[config.mk]
export PLATFORM = sky130hd
export DESIGN_NAME = modular_exponentiation_unit
export DESIGN_NICKNAME = d
export VERILOG_FILES = /design/src/rtl/mexp_pkg.sv /design/src/rtl/mexp_datapath.sv /design/src/rtl/mexp_controller.sv /design/src/rtl/modular_exponentiation_unit.sv
export SDC_FILE = /design/constraint.sdc
export NUM_CORES = 1
export LEC_CHECK = 0
export BUFFER_PORTS_ARGS = -buffer_cell sky130_fd_sc_hd__buf_4
export CELL_PAD_IN_SITES_DETAIL_PLACEMENT = 0
export CELL_PAD_IN_SITES_GLOBAL_PLACEMENT = 2
export CORE_MARGIN = 2
export CORE_UTILIZATION = 35
export DETAILED_ROUTE_END_ITERATION = 12
export HOLD_SLACK_MARGIN = 0.08
export PLACE_DENSITY_LB_ADDON = 0.1
export SETUP_SLACK_MARGIN = 0.02
export SLEW_MARGIN = 40
export SYNTH_ARGS = -nofsm -noshare
export SYNTH_HDL_FRONTEND = slang
export SYNTH_SLANG_ARGS = --single-unit
export TNS_END_PERCENT = 50
[constraint.sdc]
create_clock -name clk_i -period 7.45 [get_ports clk_i]
set_clock_uncertainty 0.15 [all_clocks]
set_input_delay 0 -clock clk_i [delete_from_list [all_inputs] [get_ports clk_i]]
set_output_delay 0 -clock clk_i [all_outputs]
set_load 0.1 [all_outputs]
[src/rtl/mexp_pkg.sv]
// Shared constants, types and command/status structs for the modular exponentiation unit.
`default_nettype none

package mexp_pkg;

  // Operand widths
  localparam int unsigned MOD_WIDTH = 31;
  localparam int unsigned EXP_WIDTH = 40;
  // Bit counter of the serial multiplier
  localparam int unsigned CNT_WIDTH = $clog2(MOD_WIDTH);
  // Modulus after reset
  localparam logic [MOD_WIDTH-1:0] MOD_RESET = MOD_WIDTH'(1000000007);

  // Controller states
  typedef enum logic [3:0] {
    ST_IDLE,
    ST_RED_LD,
    ST_RED_RUN,
    ST_BIT_CHK,
    ST_ACC_LD,
    ST_ACC_RUN,
    ST_SQ_LD,
    ST_SQ_RUN,
    ST_DONE
  } state_e;

  // Operand selection for the serial multiplier
  typedef enum logic [1:0] {
    MUL_REDUCE,
    MUL_ACC,
    MUL_SQUARE
  } mul_sel_e;

  // Controller to datapath
  typedef struct packed {
    logic     load;
    logic     mul_start;
    mul_sel_e mul_sel;
    logic     mul_step;
    logic     wr_base;
    logic     wr_acc;
    logic     exp_shift;
    logic     finish;
  } cmd_t;

  // Datapath to controller
  typedef struct packed {
    logic mul_last;
    logic exp_zero;
    logic exp_bit;
    logic mod_zero;
  } sts_t;

endpackage

`default_nettype wire

[src/rtl/mexp_datapath.sv]
// Datapath: modulus register, operand registers and bit-serial modular multiplier.
`default_nettype none

module mexp_datapath
  import mexp_pkg::*;
(
  input  wire logic                 clk_i,
  input  wire logic                 rst_ni,
  input  wire logic [MOD_WIDTH-1:0] base_value_i,
  input  wire logic [EXP_WIDTH-1:0] exponent_value_i,
  input  wire logic                 modulus_we_i,
  input  wire logic [MOD_WIDTH-1:0] modulus_wdata_i,
  input  wire cmd_t                 cmd_i,
  output sts_t                      sts_o,
  output logic [MOD_WIDTH-1:0]      power_result_o,
  output logic                      done_o
);

  logic [MOD_WIDTH-1:0] mod_q;
  logic [MOD_WIDTH-1:0] base_q, base_d;
  logic [MOD_WIDTH-1:0] acc_q, acc_d;
  logic [EXP_WIDTH-1:0] exp_q, exp_d;
  logic [MOD_WIDTH-1:0] mul_x_q, mul_x_d;
  logic [MOD_WIDTH-1:0] mul_y_q, mul_y_d;
  logic [MOD_WIDTH-1:0] mul_r_q, mul_r_d;
  logic [CNT_WIDTH-1:0] cnt_q, cnt_d;
  logic [MOD_WIDTH-1:0] res_q, res_d;
  logic                 done_q;
  logic [MOD_WIDTH-1:0] one_mod;
  logic [MOD_WIDTH:0]   dbl, dbl_red, sum;
  logic [MOD_WIDTH-1:0] step_r;
  logic [MOD_WIDTH:0]   mod_ext;

  // 1 mod m (m of zero is handled by the controller)
  assign one_mod = (mod_q > MOD_WIDTH'(1)) ? MOD_WIDTH'(1) : '0;
  assign mod_ext = {1'b0, mod_q};

  // One multiplier step, MSB first: r = 2r + xbit*y mod m
  always_comb begin
    dbl     = {mul_r_q, 1'b0};
    dbl_red = (dbl >= mod_ext) ? dbl - mod_ext : dbl;
    sum     = dbl_red + (mul_x_q[MOD_WIDTH-1] ? {1'b0, mul_y_q} : '0);
    step_r  = (sum >= mod_ext) ? MOD_WIDTH'(sum - mod_ext) : MOD_WIDTH'(sum);
  end

  // Next values of the operand registers
  always_comb begin
    base_d  = base_q;
    acc_d   = acc_q;
    exp_d   = exp_q;
    mul_x_d = mul_x_q;
    mul_y_d = mul_y_q;
    mul_r_d = mul_r_q;
    cnt_d   = cnt_q;
    res_d   = res_q;
    if (cmd_i.load) begin
      base_d = base_value_i;
      exp_d  = exponent_value_i;
      acc_d  = one_mod;
    end
    if (cmd_i.mul_start) begin
      mul_r_d = '0;
      cnt_d   = CNT_WIDTH'(MOD_WIDTH - 1);
      unique case (cmd_i.mul_sel)
        MUL_REDUCE: begin
          mul_x_d = base_q;
          mul_y_d = one_mod;
        end
        MUL_ACC: begin
          mul_x_d = acc_q;
          mul_y_d = base_q;
        end
        MUL_SQUARE: begin
          mul_x_d = base_q;
          mul_y_d = base_q;
        end
        default: begin
          mul_x_d = base_q;
          mul_y_d = base_q;
        end
      endcase
    end
    if (cmd_i.mul_step) begin
      mul_r_d = step_r;
      mul_x_d = {mul_x_q[MOD_WIDTH-2:0], 1'b0};
      cnt_d   = cnt_q - CNT_WIDTH'(1);
    end
    if (cmd_i.wr_base) base_d = step_r;
    if (cmd_i.wr_acc)  acc_d  = step_r;
    if (cmd_i.exp_shift) exp_d = exp_q >> 1;
    if (cmd_i.finish) res_d = (mod_q == '0) ? '0 : acc_q;
  end

  // Payload registers
  always_ff @(posedge clk_i) begin
    base_q  <= base_d;
    acc_q   <= acc_d;
    exp_q   <= exp_d;
    mul_x_q <= mul_x_d;
    mul_y_q <= mul_y_d;
    mul_r_q <= mul_r_d;
    cnt_q   <= cnt_d;
    res_q   <= res_d;
  end

  // Modulus register and result strobe
  always_ff @(posedge clk_i or negedge rst_ni) begin
    if (!rst_ni) begin
      mod_q  <= MOD_RESET;
      done_q <= 1'b0;
    end else begin
      if (modulus_we_i) mod_q <= modulus_wdata_i;
      done_q <= cmd_i.finish;
    end
  end

  assign sts_o.mul_last = (cnt_q == '0);
  assign sts_o.exp_zero = (exp_q == '0);
  assign sts_o.exp_bit  = exp_q[0];
  assign sts_o.mod_zero = (mod_q == '0);

  assign power_result_o = res_q;
  assign done_o         = done_q;

  // Partial product stays reduced while the multiplier runs
  a_r_reduced : assert property (@(posedge clk_i) disable iff (!rst_ni)
    cmd_i.mul_step |-> (mul_r_q < mod_q))
    else $error("multiplier partial result not reduced");

  // Multiplicand is a residue while the multiplier runs
  a_y_reduced : assert property (@(posedge clk_i) disable iff (!rst_ni)
    cmd_i.mul_step |-> (mul_y_q < mod_q))
    else $error("multiplicand not reduced");

endmodule

`default_nettype wire

[src/rtl/mexp_controller.sv]
// Controller: sequences base reduction, conditional multiplies and squarings per exponent bit.
`default_nettype none

module mexp_controller
  import mexp_pkg::*;
(
  input  wire logic clk_i,
  input  wire logic rst_ni,
  input  wire logic start,
  output logic      busy,
  input  wire sts_t sts_i,
  output cmd_t      cmd_o
);

  state_e state_q, state_d;

  // State register
  always_ff @(posedge clk_i or negedge rst_ni) begin
    if (!rst_ni) begin
      state_q <= ST_IDLE;
    end else begin
      state_q <= state_d;
    end
  end

  // Next state and commands
  always_comb begin
    state_d = state_q;
    cmd_o   = '0;
    cmd_o.mul_sel = MUL_REDUCE;
    unique case (state_q)
      ST_IDLE: begin
        if (start) begin
          cmd_o.load = 1'b1;
          state_d = sts_i.mod_zero ? ST_DONE : ST_RED_LD;
        end
      end
      ST_RED_LD: begin
        cmd_o.mul_start = 1'b1;
        cmd_o.mul_sel   = MUL_REDUCE;
        state_d = ST_RED_RUN;
      end
      ST_RED_RUN: begin
        cmd_o.mul_step = 1'b1;
        if (sts_i.mul_last) begin
          cmd_o.wr_base = 1'b1;
          state_d = ST_BIT_CHK;
        end
      end
      ST_BIT_CHK: begin
        if (sts_i.exp_zero) begin
          state_d = ST_DONE;
        end else if (sts_i.exp_bit) begin
          state_d = ST_ACC_LD;
        end else begin
          state_d = ST_SQ_LD;
        end
      end
      ST_ACC_LD: begin
        cmd_o.mul_start = 1'b1;
        cmd_o.mul_sel   = MUL_ACC;
        state_d = ST_ACC_RUN;
      end
      ST_ACC_RUN: begin
        cmd_o.mul_step = 1'b1;
        if (sts_i.mul_last) begin
          cmd_o.wr_acc = 1'b1;
          state_d = ST_SQ_LD;
        end
      end
      ST_SQ_LD: begin
        cmd_o.mul_start = 1'b1;
        cmd_o.mul_sel   = MUL_SQUARE;
        state_d = ST_SQ_RUN;
      end
      ST_SQ_RUN: begin
        cmd_o.mul_step = 1'b1;
        if (sts_i.mul_last) begin
          cmd_o.wr_base   = 1'b1;
          cmd_o.exp_shift = 1'b1;
          state_d = ST_BIT_CHK;
        end
      end
      ST_DONE: begin
        cmd_o.finish = 1'b1;
        state_d = ST_IDLE;
      end
      default: begin
        state_d = ST_IDLE;
      end
    endcase
  end

  assign busy = (state_q != ST_IDLE);

  // The finish state is entered only from the bit check or idle
  a_done_entry : assert property (@(posedge clk_i) disable iff (!rst_ni)
    (state_q == ST_DONE) |-> ($past(state_q) == ST_BIT_CHK || $past(state_q) == ST_IDLE))
    else $error("finish reached from an unexpected state");

endmodule

`default_nettype wire

[src/rtl/modular_exponentiation_unit.sv]
// Top level: modular exponentiation by right-to-left square and multiply.
// Each modular multiply is bit-serial: a load state plus 31 steps.
// A new item is taken only while idle; busy is high while an item is in work;
// a zero modulus skips the multiplies and answers zero.
// The result is valid for one cycle with done_o and cannot be stalled by the receiver.
// Reset (rst_ni, asynchronous, active low) idles the block and sets the modulus to 1000000007.
`default_nettype none

module modular_exponentiation_unit
  import mexp_pkg::*;
(
  input  wire logic                 clk_i,
  input  wire logic                 rst_ni,
  input  wire logic                 start,
  output logic                      busy,
  input  wire logic [MOD_WIDTH-1:0] base_value_i,
  input  wire logic [EXP_WIDTH-1:0] exponent_value_i,
  input  wire logic                 modulus_we_i,
  input  wire logic [MOD_WIDTH-1:0] modulus_wdata_i,
  output logic [MOD_WIDTH-1:0]      power_result_o,
  output logic                      done_o
);

  cmd_t cmd;
  sts_t sts;

  mexp_controller u_ctrl (
    .clk_i  (clk_i),
    .rst_ni (rst_ni),
    .start  (start),
    .busy   (busy),
    .sts_i  (sts),
    .cmd_o  (cmd)
  );

  mexp_datapath u_dp (
    .clk_i            (clk_i),
    .rst_ni           (rst_ni),
    .base_value_i     (base_value_i),
    .exponent_value_i (exponent_value_i),
    .modulus_we_i     (modulus_we_i),
    .modulus_wdata_i  (modulus_wdata_i),
    .cmd_i            (cmd),
    .sts_o            (sts),
    .power_result_o   (power_result_o),
    .done_o           (done_o)
  );

  // An accepted item makes the block busy
  a_start_busy : assert property (@(posedge clk_i) disable iff (!rst_ni)
    (start && !busy) |=> busy)
    else $error("item accepted but block not busy");

  // Results come one at a time, never in consecutive cycles
  a_done_single : assert property (@(posedge clk_i) disable iff (!rst_ni)
    done_o |=> !done_o)
    else $error("result strobe held for two cycles");

endmodule

`default_nettype wire

# After elaboration in Yosys (flattened, before gate mapping)
# Cells that the tools add are included.
[word_totals] register_bits=267 inputBits=106 out_inout_bits=33
[op_classes] add_sub_neg=4 n_lt_le_gt_ge=3 eq_ne=12 muxes=34 reduce_logical=13
[op_table] operator="$mux 31" n=12
[op_table] operator="$mux 39" n=2
[op_table] operator="$ge 32x31->1" n=2
[op_table] operator="$logic_not 40->1" n=1
[op_table] operator="$add 32x31->32" n=1
[op_table] operator="$mux 32" n=1
[op_table] operator="$sub 32x31->32" n=1
[op_table] operator="$gt 31x1->1 const B" n=1
[op_table] operator="$logic_not 31->1" n=1
[op_table] operator="$sub 31x31->31" n=1
[op_table] operator="$pmux 4 s7" n=1
[op_table] operator="$mux 4" n=5
[op_table] operator="$eq 4x3->1 const B" n=4
[op_table] operator="$mux 5" n=2
[op_table] operator="$mux 1" n=9
[op_table] operator="$pmux 3 s3" n=1
[op_table] operator="$eq 4x2->1 const B" n=2
[op_table] operator="$reduce_bool 2->1" n=4
[op_table] operator="$logic_not 5->1" n=1
[op_table] operator="$sub 5x1->5 const B" n=1
[op_table] operator="$eq 4x1->1 const B" n=1
[op_table] operator="$eq 4x4->1 const B" n=1
[op_table] operator="$logic_not 4->1" n=1
[op_table] operator="$ne 2x2->1 const B" n=2
[op_table] operator="other kinds (8)" n=8

# Longest topological paths before layout
[logic_depth] depth_word=6 depth_mapped=35 depth_no_buf=32

# Modules after synthesis
# A second synthesis with hierarchy kept.
[hier_totals] cells_unflattened=1672 area_unflattened_um2=16813.6
[modules_own_cells] mod="mexp_datapath" n_inst=1 cells_each=1623 area_each_um2=16462.0 seq_area_each_um2=7737.4
[modules_own_cells] mod="mexp_controller" n_inst=1 cells_each=49 area_each_um2=351.6 seq_area_each_um2=100.1

# Worst setup path before layout
# No wires, ideal clock.
[synth_path] path_type="reg2reg" from="register u_dp.mod_q[2]" to="register u_dp.base_q[15] (data pin)" setup_ns=0.268 t_arrival_ns=7.043 t_required_ns=7.032 setup_slack_ns=-0.011 stages_incl_launch_ff=33 path_cell_list="dfstp_2 > inv_1 > ha_1 > a211oi_2 > o211ai_2 > nand2_1 > o31ai_2 > a31o_1 > a311o_1 > buf_2 > clkbuf_1 > mux2_2 > ha_1 > a21oi_1 > o211ai_1 > a2111oi_0 > o31ai_1 > a21oi_1 > o21bai_1 > a21oi_1 > xnor2_1 > ha_1 > nand2_1 > or3_1 > or4_1 > a41oi_1 > o21ai_1 > a21oi_1 > a211oi_1 > nand3b_4 > buf_12 > mux2i_1 > mux2i_1"
[synth_via] elab_chain_len=6 word_cells_on_any_way=8 classes_between="3 x add/sub; 2 x order compare; 3 x mux"
[synth_lines] item="start, declared" line_no="mexp_datapath.sv:19" source="logic [MOD_WIDTH-1:0] mod_q;"
[synth_lines] item="start signal, assigned" line_no="mexp_datapath.sv:112" source="if (modulus_we_i) mod_q <= modulus_wdata_i;"
[synth_lines] item="$sub 32x31->32 / $ge 32x31->1 (equally long branches)" line_no="mexp_datapath.sv:41" source="dbl_red = (dbl >= mod_ext) ? dbl - mod_ext : dbl;"
[synth_lines] item="$mux 32" line_no="mexp_datapath.sv:41"
[synth_lines] item="$add 32x31->32" line_no="mexp_datapath.sv:42" source="sum = dbl_red + (mul_x_q[MOD_WIDTH-1] ? {1'b0, mul_y_q} : '0);"
[synth_lines] item="$sub 31x31->31 / $ge 32x31->1 (equally long branches)" line_no="mexp_datapath.sv:43" source="step_r = (sum >= mod_ext) ? MOD_WIDTH'(sum - mod_ext) : MOD_WIDTH'(sum);"
[synth_lines] item="$mux 31 (*)" line_no="mexp_datapath.sv:43"
[synth_lines] item="$mux 31 (*)" line_no="mexp_datapath.sv:88" source="if (cmd_i.wr_base) base_d = step_r;"
[synth_lines] item="named net u_dp.base_d[15]" line_no="mexp_datapath.sv:20" source="logic [MOD_WIDTH-1:0] base_q, base_d;"
[synth_lines] item="end signal, assigned" line_no="mexp_datapath.sv:96" source="base_q <= base_d;"
[synth_lines] item="end, declared" line_no="mexp_datapath.sv:20"
# Mark *: on every way through the listed nets, which the timed path passes. The rest lies on a longest branch.
# A chain may end at the register's enable or synchronous reset.

# Worst setup path in the final report
[layout_path] from="register u_dp.mul_r_q[0]" to="register u_dp.base_q[30] (data pin)"
[layout_via] elab_chain_len=6 word_cells_on_any_way=8 classes_between="3 x add/sub; 2 x order compare; 3 x mux"
[layout_lines] item="start, declared" line_no="mexp_datapath.sv:25" source="logic [MOD_WIDTH-1:0] mul_r_q, mul_r_d;"
[layout_lines] item="start signal, assigned" line_no="mexp_datapath.sv:101" source="mul_r_q <= mul_r_d;"
[layout_lines] item="$sub 32x31->32 / $ge 32x31->1 (equally long branches)" line_no="mexp_datapath.sv:41"
[layout_lines] item="$mux 32 (*)" line_no="mexp_datapath.sv:41"
[layout_lines] item="$add 32x31->32 (*)" line_no="mexp_datapath.sv:42"
[layout_lines] item="$sub 31x31->31 / $ge 32x31->1 (equally long branches)" line_no="mexp_datapath.sv:43"
[layout_lines] item="$mux 31 (*)" line_no="mexp_datapath.sv:43"
[layout_lines] item="$mux 31 (*)" line_no="mexp_datapath.sv:88"
[layout_lines] item="named net u_dp.base_d[30]" line_no="mexp_datapath.sv:20"
# Marked as above.

==> results.txt <==
- Minimum period implied by the final worst setup slack: 7.43 ns
- The floorplan has 79 rows.
* Antenna violations before repair: 0
* H-tree levels: 1
* Launch point of the worst reg-to-reg path: u_dp.mul_r_q[0]
* Number of standard cells after synthesis: 1596
- Buffer and inverter count on the worst path: 4
* Initial core utilization: 0.353
- Measured along the y axis, the die boundary spans 220 um.
* Number of enable flip-flop cells after synthesis: 229
* Prevailing post-synth register cell: edfxtp_1
- Final hold analysis gives a worst-case slack of 0.107 ns.
- Critical Setup Path Class: register to register
* Total inserted antenna cells: 0
- First-pass iteration count of the detailed router: 5
- Core footprint: 0.0464 sq mm
- The synthesized design contains 267 register bits.
- Biggest area contributors in the synthesized netlist: edfxtp_1 42%, ha_1 7.2%, mux2i_1 4.0%
* Leading cell type by number of instances after synthesis: edfxtp_1
- Antenna-violating nets left: 0
- For this run, the share of the core covered by cells in the final layout is 0.520.
* Required time at the endpoint of the critical path: 7.60 ns
* Post-synthesis instance area: 0.0163 sq mm
* Final Hold Viols: 0
- Synthesis produced a netlist with a net count of 1799.
- For the pin with the worst max-slew slack, the measured transition is 0.804 ns.
* Total wire length after detailed routing: 57000 um
* Cell family with most CP delay: compound AO/OA/AOI/OAI gates
- Max frequency: 135 MHz
* Headroom to the max-slew limit: 0.464
- MaxCap Viol Count: 0
- Area share of the largest cell type after synthesis: 0.421
- In the routed design, unresolved DRC markers number 0.
- Vias in the first global route: 14400
* Category of the worst setup path capture point: register
- Clock buffer depth: 3
- STA puts the critical path data arrival time at 7.59 ns.
- Using the TritonRoute via totals, the vias-per-cell ratio works out to 5.02.
- Port bufs: 138
- Compared with the post-synthesis result, the final layout area differs by 47.5%.
- Outcome: finished clean
- The commonest cells after synthesis are 229 x edfxtp_1, 161 x nand2_1, 148 x nor2_1.
- Synth unique cells: 74
* Startpoint kind of the worst setup timing path: register
* Final Wtd Congestion: 0.885
* Hold Crit Start: base_value_i[24]
- The share of the Yosys chip area taken by registers is 0.479.
* Post-route clock period utilization: 0.998
- Clock-pin slew was measured on the worst setup and hold paths at 0.06 ns.
- Worst path slowest cell: edfxtp_1
- In the global route stage, overall resource usage came out at 0.233.
- In this run the worst setup path begins at u_dp.mul_r_q[0].
- TritonCTS built the clock tree.
- Post-placement worst setup slack: -0.515 ns
* Number of cells on the worst hold path: 4
* Num CTS Buffers: 31
- Num Clock Sinks: 267
* Routed vias: 14300
- Dpl hpwl: 40600 um
* Final Max Tran Viols: 0
- Maximum number of pins on one net before global-route repair: 67
- After the first detailed-routing iteration, the DRC count stood at 977.
- After filler insertion, the fill cell instance count of the layout stands at 4226.
- The tightest min-delay check is of the primary input to register type.
- Final setup violation count: 0
- For this design the top-level I/O count stands at 139.
* Number of nets at the end of the flow: 2419
* Cell depth of the worst setup path: 32
- The die covers 0.0485 sq mm.
- Summed over all layers, the global routing overflow is 0.
- FFs w/ async S/R, synth: 0.135
- Clock tree root buffer cell: clkbuf_16
- Worst-path maximum fanout: 7
* Proportion of layout cells with a drive suffix above 1: 0.289
- Peak per-stage delay on the critical path: 0.54 ns
- Measured in cells, the most critical reg-to-reg path has a length of 32.
- In the final routed layout, each cell accounts on average for 20.0 um.
- A synthesized cell averages 10.2 sq um.
- Cell type contributing the most total cell area after synthesis: edfxtp_1
* Yosys warns: 0
- Clock latency reported for the late side of the worst-skew pair: 0.62 ns
- Setup repair after global routing could not meet its margin everywhere.
* Final worst slack: 0.0160 ns
- First-pass GRT wire length: 85200 um
- From left edge to right edge, the die measures 220 um.
[cell type report]
cell class	count	area (sq um)	area share
clock buffer	35	791	0.0328
clock inverter	22	294	0.0122
inverter	76	285	0.0118
multi-input combinational	1189	8590	0.356
sequential	267	7840	0.325
tap	607	759	0.0315
timing repair buffer	651	5560	0.230
[registers in the layout (all words and copies together), names as in the netlist]
name,cells
u_dp.acc_q,31
u_dp.base_q,31
u_dp.cnt_q,5
u_ctrl.state_q,4
u_dp.power_result_o,31
u_dp.mul_r_q,31
u_dp.mul_y_q,31
u_dp.mod_q,31
u_dp.mul_x_q,31
u_dp.done_o,1
u_dp.exp_q,40
[metal layers]
layer	vias to the layer above	part of all wire	GRT usage
met5	-	0	0
met4	0	0.027	0.0609
met3	68	0.044	0.0247
met2	344	0.42	0.349
met1	6836	0.51	0.358
li1	7051	-	-
[worst reg2reg max path, delay by kind of cell, from the launching register on]
family	cells	cell delay, ns
xor gates and xnor gates	1	0.11
muxes	3	0.65
buffers and inverters	4	0.68
adders and majority gates	3	1.02
DFF	1	0.54
AOI/OAI and AO/OA	16	2.85
and+or+nand+nor	5	1.16
[metrics by stage]
stage	std cells	area, sq um	TNS, ns
final	2847	24100	0
after floorplan	1596	16400	0
after detailed placement	2530	19800	-43.68
after CTS	2835	23600	-0.00227
after global placement	2530	19800	-38.90
after global routing	2847	24100	-19.94
[path summary, 6_finish.rpt]
path / slack [ns] / to
setup / recovery: 0.02 / u_dp.base_q[30]
hold / removal: 0.11 / u_dp.base_q[24]
setup reg to reg: 0.02 / u_dp.base_q[30]
hold reg to reg: 0.35 / u_dp.mul_x_q[0]
max in group asynchronous: 6.42 / u_dp.mod_q[16]
min in group asynchronous: 0.52 / u_dp.mod_q[14]
[cell families (layout without fill, tap and decap cells)]
kind of cell / count (synthesis) / count (layout) / share of synthesized area
XOR/XNOR: 81 / 81 / 0.0434
buffers and inverters: 141 / 784 / 0.0356
flip-flops: 267 / 267 / 0.479
AO/OA/AOI/OAI: 377 / 378 / 0.141
multiplexers: 116 / 116 / 0.0749
AND/OR/NAND/NOR: 517 / 517 / 0.150
adder cells (fa/ha/maj): 97 / 97 / 0.0756
[cell usage in the layout, fill, tap and decap left out, types with 59 or more instances in the layout]
| master | synthesis | layout |
|---|---|---|
| ha_1 | 94 | 87 |
| xnor2_1 | 62 | 59 |
| inv_1 | 76 | 75 |
| edfxtp_1 | 229 | 229 |
| a21oi_1 | 103 | 89 |
| o21ai_0 | 101 | 88 |
| buf_4 | 0 | 408 |
| and2_1 | 62 | 60 |
| dlygate4sd3_1 | 0 | 232 |
| nand2_1 | 161 | 156 |
| nor2_1 | 148 | 143 |
[what timing repair did]
action,4_1_cts,5_1_grt
gates resized for setup,52,90
hold buffers,233,0
setup endpoints to repair,93,93
hold endpoints to repair,140,0
buffers inserted,12,11
gates cloned,3,1
pin swaps,27,48
Power is left out: the tool's default activity adds up to more than one toggle a clock period on the data nets, which glitch-free logic cannot reach.
